## config.mk

```make
export PLATFORM = sky130hd
export DESIGN_NAME = bql_state_mem
export DESIGN_NICKNAME = d
export VERILOG_FILES = /design/src/rtl/core/bql_pkg.sv /design/src/rtl/core/bql_state_mem.sv
export SDC_FILE = /design/constraint.sdc
export NUM_CORES = 1
export LEC_CHECK = 0
export BUFFER_PORTS_ARGS = -buffer_cell sky130_fd_sc_hd__buf_2
export CORE_ASPECT_RATIO = 1.25
export CORE_UTILIZATION = 60
export CTS_CLUSTER_DIAMETER = 80
export CTS_CLUSTER_SIZE = 20
export DETAILED_ROUTE_END_ITERATION = 7
export GPL_TIMING_DRIVEN = 0
export PLACE_DENSITY = 0.83
export SETUP_SLACK_MARGIN = 0.02
export SLEW_MARGIN = 20
export SYNTH_ARGS = -nofsm -noshare
export SYNTH_HDL_FRONTEND = slang
export SYNTH_SLANG_ARGS = --single-unit
```

## constraint.sdc

```tcl
create_clock -name clk -period 2 [get_ports clk]
set_input_delay 0.1 -clock clk [delete_from_list [all_inputs] [get_ports clk]]
set_output_delay 0.1 -clock clk [all_outputs]
set_load 0.01 [all_outputs]
```

## src/rtl/core/bql_pkg.sv

```systemverilog
package bql_pkg;

    // fixed formats of the sample and coefficient fields
    localparam int CHANNELS        = 8;
    localparam int SAMPLE_BITS     = 24;
    localparam int COEFF_FRAC_BITS = 22;
    localparam int CH_BITS         = 3;
    localparam int GAIN_BITS       = 23;
    localparam int COEFF_BITS      = 24;
    localparam int CFG_BITS        = 24;
    localparam int CFG_IDX_BITS    = 2;

    // state memory addressing
    localparam int CH_ADDR_W = (CHANNELS > 1) ? $clog2(CHANNELS) : 1;

    // datapath widths: x + 2*x1 + x2, then the three products and their sum
    localparam int SUM_W = SAMPLE_BITS + 2;
    localparam int PB_W  = SUM_W + GAIN_BITS + 1;
    localparam int PA_W  = SAMPLE_BITS + COEFF_BITS;
    localparam int ACC_W = ((PB_W > PA_W) ? PB_W : PA_W) + 2;

    // rounding and saturation constants in accumulator format
    localparam logic signed [ACC_W-1:0] ROUND_HALF = ACC_W'(1) << (COEFF_FRAC_BITS - 1);
    localparam logic signed [ACC_W-1:0] SAT_MAX    =
        (ACC_W'(1) << (SAMPLE_BITS - 1)) - ACC_W'(1);
    localparam logic signed [ACC_W-1:0] SAT_MIN    = -SAT_MAX - ACC_W'(1);

    // result queue
    localparam int FIFO_DEPTH = 8;
    localparam int FIFO_PTR_W = $clog2(FIFO_DEPTH);
    localparam int FIFO_CNT_W = $clog2(FIFO_DEPTH + 1);

    // configuration register indexes
    typedef enum logic [CFG_IDX_BITS-1:0] {
        REG_GAIN_B0     = 2'd0,
        REG_FEEDBACK_A1 = 2'd1,
        REG_FEEDBACK_A2 = 2'd2
    } bql_reg_idx_t;

    // request payloads
    typedef struct packed {
        logic [CH_BITS-1:0]            channel_index;
        logic signed [SAMPLE_BITS-1:0] sample_in;
    } bql_in_t;

    typedef struct packed {
        logic [CH_BITS-1:0]            channel_out;
        logic signed [SAMPLE_BITS-1:0] sample_out;
    } bql_out_t;

    // per-channel delay line word
    typedef struct packed {
        logic signed [SAMPLE_BITS-1:0] x1;
        logic signed [SAMPLE_BITS-1:0] x2;
        logic signed [SAMPLE_BITS-1:0] y1;
        logic signed [SAMPLE_BITS-1:0] y2;
    } bql_state_t;

    // state memory write port
    typedef struct packed {
        logic                 en;
        logic [CH_ADDR_W-1:0] addr;
        bql_state_t           data;
    } bql_wr_t;

    // occupancy of the pipeline stages, for the channel interlock
    typedef struct packed {
        logic               a_vld;
        logic [CH_BITS-1:0] a_ch;
        logic               b_vld;
        logic [CH_BITS-1:0] b_ch;
        logic               c_vld;
        logic [CH_BITS-1:0] c_ch;
    } bql_busy_t;

endpackage

```

## src/rtl/core/bql_state_mem.sv

```systemverilog
module bql_state_mem (
    input  logic                           clk,
    input  logic                           rst_n,
    input  logic                           rd_en,
    input  logic [bql_pkg::CH_ADDR_W-1:0]  rd_addr,
    input  bql_pkg::bql_wr_t               wr,
    output bql_pkg::bql_state_t            rd_data
);
    import bql_pkg::*;

    bql_state_t            state_mem_reg [CHANNELS];
    bql_state_t            rd_word_reg;
    logic [CHANNELS-1:0]   written_reg;
    logic                  rd_written_reg;

    // delay line storage, one word per channel
    always_ff @(posedge clk)
    begin
        if (wr.en)
        begin
            state_mem_reg[wr.addr] <= wr.data;
        end
        if (rd_en)
        begin
            rd_word_reg <= state_mem_reg[rd_addr];
        end
    end

    // written flags stand in for clearing the delay lines at reset
    always_ff @(posedge clk or negedge rst_n)
    begin
        if (!rst_n)
        begin
            written_reg    <= '0;
            rd_written_reg <= 1'b0;
        end
        else
        begin
            if (wr.en)
            begin
                written_reg[wr.addr] <= 1'b1;
            end
            if (rd_en)
            begin
                rd_written_reg <= written_reg[rd_addr];
            end
        end
    end

    // never-written channel reads as cleared
    assign rd_data = rd_written_reg ? rd_word_reg : '0;

endmodule

```

==> run metrics <==
fin. max-slew vios=0; Wirelength per Cell=between 20 and 30 um; status=completed; pwr/cell area=882 mW/mm^2; IO buf count=approximately 200; CTS tree=done; Detailed Routing Iterations Pass 1=5; Largest register FFs=768; GPL Wtd Cong=around 0.72; Net Count, Synth=1,455; sequential cell area fraction in the yosys report=79.9%; DR vias=15,200; Setup Crit Path Kind=in -> reg; latest clock arrival within the worst-skew pair=roughly 600 ps; die footprint=between 0.05 and 0.06 mm^2; Chip Width=approximately 210 um; Setup TNS=0 ps; synth warn=0; Clock Tree Buf Depth=3; Num CTS Buffers=49; M1 GR Usage=roughly a third; GRT Overall Usage=about a quarter; Post-Syn Instances=between 1,000 and 1,500; total clock sinks=873; CP Capture Type=flop; placed insts=about 2,300; Fmax=a little over 500 MHz; DIE HEIGHT=263 um; CTS H-Tree Depth=2; design area=~0.038 mm^2; Area after DPL=~0.036 mm^2; initial drt markers=~1,500; Finished Layout Cells=2,517; Worst Path Arrival=2290 ps; Final Hold Fails=0; Initial Utilization=60.8%; Clock Pin Slew Worst Setup and Hold Paths=80 ps; sequential cell area=roughly 0.026 mm^2; final core occ=around 70%; Yosys reg bits=873; num ports=just over 200; CTS Root Cell=clkbuf_16; Netlist cell types=18; FILL cells=between 3,000 and 4,000; maximum fanout along the worst path=10; drt total wl=just under 70 mm; Tmin final=between 1500 and 2000 ps; initial antenna violation count=3; total congestion overflow=0; final net count=between 1,500 and 2,000; Max-Cap Viols=0; routing usage on met3=a little under 4%; Syn Std Cell Area=approximately 0.033 mm^2; GR Util met2=roughly 44%; Max IR drop VDD=about 0.86 mV; vias per cell=about 6; skew final=12.6 ps; Setup violations, final=0; HP Class=in -> reg; post-DP HPWL=43.3 mm; busiest grt layer=met2; DR DRC count=0; Avg Cell Area, Syn=~24 um^2; number of global-route vias before repair=16,100; share of cells above drive strength 1=between 30 and 40%; crit share post-route=96.8%; Area Overhead vs Synth=17.5%; # rows=95; Critical Path Source Type=input pin; area of the multi-input gates=0.00631 mm^2; Worst Max-Slew Pin Slew=891 ps; pin count of the biggest net entering global routing=56; slew margin rel.=about two fifths; Pleak=12.6 nW; wire length of the first global-routing pass=just over 100 mm; RSZ-0062 raised after global routing=false; worst path required time=2350 ps; core area=0.0538 mm^2; Final ANT Viol Nets=0
-- through the flow --
step / power, mW / setup slack (ps) / hold WS, ps
3_3_place_gp: 23.8 / -3540 / -50.1
3_5_place_dp: 24.0 / -570 / -46.1
2_1_floorplan: 22.8 / -1050 / -196
5_1_grt: 34.9 / 28.8 / 31.0
4_1_cts: 34.1 / 3.92 / 10.3
6_report: 33.9 / 64.6 / 35.3
-- final cells by class --
cell class,instances,area share [%]
Sequential cell,873,68.1
Clock inverter,2,0.0456
Inverter,1,0.00976
Timing Repair Buffer,359,8.47
Antenna cell,1,0.00651
Multi-Input combinational cell,411,16.4
Tap cell,727,2.37
Buffer,63,1.03
Clock buffer,80,3.60
-- layout by cell type, fill, tap and decap left out, drive strengths merged, types with 5 or more instances in the layout --
cell type      n
buf          293
edfxtp       864
clkbuf       105
nor2           6
or2            8
and2          96
dlygate4sd3  103
mux2          96
mux2i          5
mux4         193
dfrtp          9
-- logic make-up (layout without fill, tap and decap cells) --
logic type | count (synthesis) | count (layout) | share of synthesized area [%]
buf+inv | 65 | 505 | 1.17
other cells | 0 | 1 | 0
simple gates | 117 | 117 | 2.17
mux | 294 | 294 | 16.7
flops | 873 | 873 | 79.9
-- layer usage --
metal | routed length (um) | vias up
met4 | 1310 | 4
met3 | 4200 | 97
met2 | 36000 | 603
met1 | 26300 | 8091
li1 | - | 6429
met5 | 28 | -
-- critical path: stages --
cell,delay [ps]
clkdlybuf4s15_1,700
buf_2,420
buf_1,620
mux2_2,430
-- worst paths after layout --
check                                                       to  slack, ps                      startpoint  depth (start not counted)
min in group asynchronous           written_reg[6]$_DFFE_PN0P_        570                           rst_n                          3
max in group asynchronous           rd_written_reg$_DFFE_PN0P_       1110                           rst_n                          3
worst max-delay path                 rd_word_reg[85]$_DFFE_PP_         60                      rd_addr[2]                          4
worst min-delay path            state_mem_reg[3][23]$_DFFE_PP_         40                          wr[99]                          3
worst max register to register       rd_word_reg[67]$_DFFE_PP_        520  state_mem_reg[3][67]$_DFFE_PP_                          2
worst min register to register      written_reg[7]$_DFFE_PN0P_        470      written_reg[7]$_DFFE_PN0P_                          1
-- Yosys cell counts --
master,instances,area (um^2)
or2_2,8,50.1
buf_1,10,37.5
mux2i_1,5,50.1
nor3_1,2,10.0
nor2_1,6,22.5
clkbuf_1,29,109
inv_1,1,3.75
buf_8,1,15.0
mux4_2,193,4350
buf_6,15,169
nand2b_1,3,18.8
edfxtp_1,864,25900
dfrtp_1,9,225
mux2_2,96,1080
and2_1,96,601
nand2_1,2,7.51
buf_4,1,7.51
buf_2,8,40.0
-- repair_timing --
| item | 4_1_cts | 5_1_grt |
|---|---|---|
| hold buffers | 103 | 0 |
| hold endpoints to repair | 816 | 0 |
| setup endpoints to repair | 96 | 7 |
| pin swaps | 0 | 0 |
| buffers inserted | 3 | 0 |
| gates resized for setup | 12 | 4 |
-- power breakdown --
part           switching, mW  internal (mW)
registers              0.182           20.8
clock network           5.40           4.76
logic                   1.40           1.34
No activity file was read; power rests on OpenSTA's default activity.
