[src/rtl/core/bql_pkg.sv]
package bql_pkg;

    // fixed formats of the sample and coefficient fields
    localparam int CHANNELS        = 8;
    localparam int SAMPLE_BITS     = 24;
    localparam int COEFF_FRAC_BITS = 22;
    localparam int CH_BITS         = 3;
    localparam int GAIN_BITS       = 23;
    localparam int COEFF_BITS      = 24;
    localparam int CFG_BITS        = 24;
    localparam int CFG_IDX_BITS    = 2;

    // state memory addressing
    localparam int CH_ADDR_W = (CHANNELS > 1) ? $clog2(CHANNELS) : 1;

    // datapath widths: x + 2*x1 + x2, then the three products and their sum
    localparam int SUM_W = SAMPLE_BITS + 2;
    localparam int PB_W  = SUM_W + GAIN_BITS + 1;
    localparam int PA_W  = SAMPLE_BITS + COEFF_BITS;
    localparam int ACC_W = ((PB_W > PA_W) ? PB_W : PA_W) + 2;

    // rounding and saturation constants in accumulator format
    localparam logic signed [ACC_W-1:0] ROUND_HALF = ACC_W'(1) << (COEFF_FRAC_BITS - 1);
    localparam logic signed [ACC_W-1:0] SAT_MAX    =
        (ACC_W'(1) << (SAMPLE_BITS - 1)) - ACC_W'(1);
    localparam logic signed [ACC_W-1:0] SAT_MIN    = -SAT_MAX - ACC_W'(1);

    // result queue
    localparam int FIFO_DEPTH = 8;
    localparam int FIFO_PTR_W = $clog2(FIFO_DEPTH);
    localparam int FIFO_CNT_W = $clog2(FIFO_DEPTH + 1);

    // configuration register indexes
    typedef enum logic [CFG_IDX_BITS-1:0] {
        REG_GAIN_B0     = 2'd0,
        REG_FEEDBACK_A1 = 2'd1,
        REG_FEEDBACK_A2 = 2'd2
    } bql_reg_idx_t;

    // request payloads
    typedef struct packed {
        logic [CH_BITS-1:0]            channel_index;
        logic signed [SAMPLE_BITS-1:0] sample_in;
    } bql_in_t;

    typedef struct packed {
        logic [CH_BITS-1:0]            channel_out;
        logic signed [SAMPLE_BITS-1:0] sample_out;
    } bql_out_t;

    // per-channel delay line word
    typedef struct packed {
        logic signed [SAMPLE_BITS-1:0] x1;
        logic signed [SAMPLE_BITS-1:0] x2;
        logic signed [SAMPLE_BITS-1:0] y1;
        logic signed [SAMPLE_BITS-1:0] y2;
    } bql_state_t;

    // state memory write port
    typedef struct packed {
        logic                 en;
        logic [CH_ADDR_W-1:0] addr;
        bql_state_t           data;
    } bql_wr_t;

    // occupancy of the pipeline stages, for the channel interlock
    typedef struct packed {
        logic               a_vld;
        logic [CH_BITS-1:0] a_ch;
        logic               b_vld;
        logic [CH_BITS-1:0] b_ch;
        logic               c_vld;
        logic [CH_BITS-1:0] c_ch;
    } bql_busy_t;

endpackage

[src/rtl/core/bql_result_fifo.sv]
module bql_result_fifo (
    input  logic                            clk,
    input  logic                            rst_n,
    input  logic                            push,
    input  bql_pkg::bql_out_t               push_data,
    input  logic                            pop,
    output logic                            not_empty,
    output bql_pkg::bql_out_t               head,
    output logic [bql_pkg::FIFO_CNT_W-1:0]  count
);
    import bql_pkg::*;

    bql_out_t                entry_reg [FIFO_DEPTH];
    logic [FIFO_PTR_W-1:0]   wr_ptr_reg;
    logic [FIFO_PTR_W-1:0]   rd_ptr_reg;
    logic [FIFO_CNT_W-1:0]   count_reg;

    // result storage
    always_ff @(posedge clk)
    begin
        if (push)
        begin
            entry_reg[wr_ptr_reg] <= push_data;
        end
    end

    // pointers and fill level
    always_ff @(posedge clk or negedge rst_n)
    begin
        if (!rst_n)
        begin
            wr_ptr_reg <= '0;
            rd_ptr_reg <= '0;
            count_reg  <= '0;
        end
        else
        begin
            if (push)
            begin
                wr_ptr_reg <= wr_ptr_reg + FIFO_PTR_W'(1);
            end
            if (pop)
            begin
                rd_ptr_reg <= rd_ptr_reg + FIFO_PTR_W'(1);
            end
            if (push && !pop)
            begin
                count_reg <= count_reg + FIFO_CNT_W'(1);
            end
            else if (pop && !push)
            begin
                count_reg <= count_reg - FIFO_CNT_W'(1);
            end
        end
    end

    assign not_empty = (count_reg != '0);
    assign head      = entry_reg[rd_ptr_reg];
    assign count     = count_reg;

endmodule

[config.mk]
export PLATFORM = sky130hd
export DESIGN_NAME = bql_result_fifo
export DESIGN_NICKNAME = d
export VERILOG_FILES = /design/src/rtl/core/bql_pkg.sv /design/src/rtl/core/bql_result_fifo.sv
export SDC_FILE = /design/constraint.sdc
export NUM_CORES = 1
export LEC_CHECK = 0
export BUFFER_PORTS_ARGS = -buffer_cell sky130_fd_sc_hd__buf_2
export CAP_MARGIN = 40
export CORE_MARGIN = 1.5
export CORE_UTILIZATION = 60
export DETAILED_ROUTE_END_ITERATION = 7
export HOLD_SLACK_MARGIN = 0.06
export PLACE_DENSITY = 0.79
export SYNTH_ARGS = -nofsm -noshare
export SYNTH_HDL_FRONTEND = slang
export SYNTH_SLANG_ARGS = --single-unit
[constraint.sdc]
create_clock -name clk -period 7.6 [get_ports clk]
set_input_delay 0.76 -clock clk [delete_from_list [all_inputs] [get_ports clk]]
set_output_delay 0.76 -clock clk [all_outputs]
set_load 0.02 [all_outputs]
==> flow_metrics.tcl <==
set metrics [dict create \
    period_minus_slack_ns 3.31 \
    cts_sinks 226 \
    final_common_cell "edfxtp_1" \
    cts_setup_buffers 0 \
    timing.rr.end "entry_reg[0][0]$_DFFE_PP_" \
    ys_types 27 \
    cts_max_path_buffers 3 \
    maxCapViolations 0 \
    worst_slack_ns 4.29 \
    netlist.area_leader.share_pct 73.4 \
    rr_startpoint "wr_ptr_reg[1]$_DFFE_PN0P_" \
    fp.dieW_um 124 \
    slew-limit-headroom_pct 50.1 \
    initial_utilization_pct 61.0 \
    grt_pass1_vias 4239 \
    grt_first_pass_wirelength_mm 24.2 \
    synth_nets 408 \
    dp_hpwl_mm 8.83 \
    setup_viol 0 \
    cts_resized 0 \
    drt-total-wl_mm 15.4 \
    routed_via_density 6.00 \
    combPwrFrac_pct 30.8 \
    overflow 0 \
    syn_inst 371 \
    dr.pass1.iters 4 \
    num_vias 3931 \
    tightest_slew_ns 0.744 \
    crit_start "rd_ptr_reg[0]$_DFFE_PN0P_" \
    tns_ns 0 \
    fin_crit_sh_pct 43.6 \
    rr_worst_depth 3 \
    worstPathArrival_ns 2.55 \
    antenna_left 0 \
    mostFrequentLayoutCells "edfxtp_1 (216), buf_2 (62), mux4_1 (33)" \
    route.detailed.drc 0 \
    fillCellCount 833 \
    crit_path_end "head[6]" \
    cts_tree "done" \
    max_freq_ghz 0.302 \
    yosysTopAreaCell "edfxtp_1" \
    criticalPathCategory "register to output port" \
    antenna_found_initial 0 \
    ys_warn_count 0 \
    syn_avg_cell_area_um2 23.8 \
    coreArea_mm2 0.0145 \
    cts.clk_slew.worst_paths_ns 0.06 \
    leakage_nw 3.50 \
    power_switching_mw 1.20 \
    synthToLayoutAreaGrowth_pct 16.1 \
    sw_frac_of_total_pct 30.1 \
    grt_usage_pct 20.6 \
    syn_area_mm2 0.00883 \
    n_antenna_cell 0 \
    nets 491 \
    stdcell_area_mm2 0.0103 \
    slew_violations 0 \
    total_power_mw 3.98 \
    layout-drive-gt1-share_pct 35.9 \
    root_buffer "clkbuf_16" \
    placed_area_mm2 0.00953 \
    peakVddDrop_uv 310 \
    rrSetupSlack_ns 5.43 \
    rows 44 \
    grt_setup_unrepaired "no" \
    ys_seq_area_share_pct 76.3 \
    run_status "finished clean" \
    start_kind "register" \
    power.share.clock_pct 26.9 \
    insertion_delay_ns 0.50 \
    required_ns 6.84 \
    dpl_worst_slack_ns 4.75 \
    ys_ff_latch 226 \
    path_max_fanout 35 \
    top_level_ports 63 \
    fin_skew_ns 0.00774 \
    routabilityCongestion 0.744 \
    port_buffers 62 \
    die_h_um 124 \
    p_int_mw 2.78 \
    hp-class "input pin to async pin" \
    worstSetupEndpointType "output port" \
    hold_viol 0 \
    powerDensity_mw_per_mm2 388 \
    synth.area.top_cells "edfxtp_1 (73%), mux4_1 (9.8%), mux4_2 (5.4%), mux2_2 (3.8%), dfrtp_1 (2.8%)" \
    drt_iter0_markers 288 \
    largest_reg_flops 216 \
    cts_max_level 1 \
    die-area_mm2 0.0155 \
    numCtsBuffers 23 \
    wire_per_inst_um 23.4 \
    seqPwrFrac_pct 42.4 \
    ctsHoldBuffers 0 \
    grt_start_max_net_pins 57 \
]
-- cell usage after synthesis (all sizes together) --
| cell type | number |
|---|---|
| edfxtp | 216 |
| mux4 | 54 |
| mux2 | 30 |
| buf | 10 |
| dfrtp | 10 |
| clkbuf | 6 |
| nand2 | 6 |
| nor2 | 6 |
| ha | 5 |
| xnor2 | 4 |
| nand2b | 3 |
| nor3 | 3 |
| a21oi | 2 |
| inv | 2 |
| nand3 | 2 |
| o211ai | 2 |
| or4 | 2 |
| xor2 | 2 |
| a2111o | 1 |
| fa | 1 |
| mux2i | 1 |
| nand3b | 1 |
| o21ai | 1 |
| or3 | 1 |
-- power by group through the flow --
stage	clock (mW)	sequential, mW	combinational (mW)
2_1_floorplan	0	1.66	0.907
3_3_place_gp	0	1.74	1.12
3_5_place_dp	0	1.71	1.24
4_1_cts	1.09	1.69	1.24
5_1_grt	1.14	1.70	1.31
6_report	1.07	1.68	1.22
-- per-layer routing --
metal / track usage, % / wire [um]
met5: 0 / 0
met4: 5.21 / 265
met1: 27.7 / 6180
met3: 3.26 / 764
met2: 36.0 / 8140
-- how the worst min path moves through the flow --
stage	start	cells after the start	slack, ns	endpoint
3_5_place_dp	count[2]$_DFFE_PN0P_	2	0.54	count[2]$_DFFE_PN0P_
3_3_place_gp	count[2]$_DFFE_PN0P_	2	0.52	count[2]$_DFFE_PN0P_
4_1_cts	rst_n	1	0.10	count[2]$_DFFE_PN0P_
6_report	rst_n	1	0.11	count[2]$_DFFE_PN0P_
2_1_floorplan	rst_n	0	0.46	count[0]$_DFFE_PN0P_
5_1_grt	rst_n	1	0.11	count[3]$_DFFE_PN0P_
-- logic make-up after synthesis --
logic type,count (synthesis),share of synthesized area [%]
buffers and inverters,18,1.30
multiplexers,85,19.1
flip-flops,226,76.3
adder cells (fa/ha/maj),6,0.935
AND/OR/NAND/NOR,24,1.33
XOR/XNOR,6,0.595
AO/OA/AOI/OAI,6,0.467
-- area by class of cell --
type / count / area, um^2 / share of cell area, %
sequential: 226 / 6740 / 65.8
multi-input combinational: 127 / 2040 / 19.9
clock buffer: 25 / 583 / 5.69
timing repair buffer: 74 / 510 / 4.98
tap: 184 / 230 / 2.25
clock inverter: 17 / 143 / 1.39
inverter: 2 / 7.51 / 0.0732
-- through the flow --
| step | std cells | hold slack (ns) | util [%] |
|---|---|---|---|
| final | 655 | 0.112 | 70.8 |
| after global routing | 655 | 0.109 | 70.8 |
| after CTS | 655 | 0.102 | 70.8 |
| after detailed placement | 613 | 0.541 | 65.8 |
| after global placement | 606 | 0.518 | 64.7 |
| after floorplan | 371 | 0.464 | - |
-- worst max-delay path: stages, from the launching register on --
cell	delay (ns)
dfrtp_4	0.69
buf_16	0.29
mux4_1	0.62
mux2_2	0.28
buf_2	0.16
No activity file was read; power rests on OpenSTA's default activity.
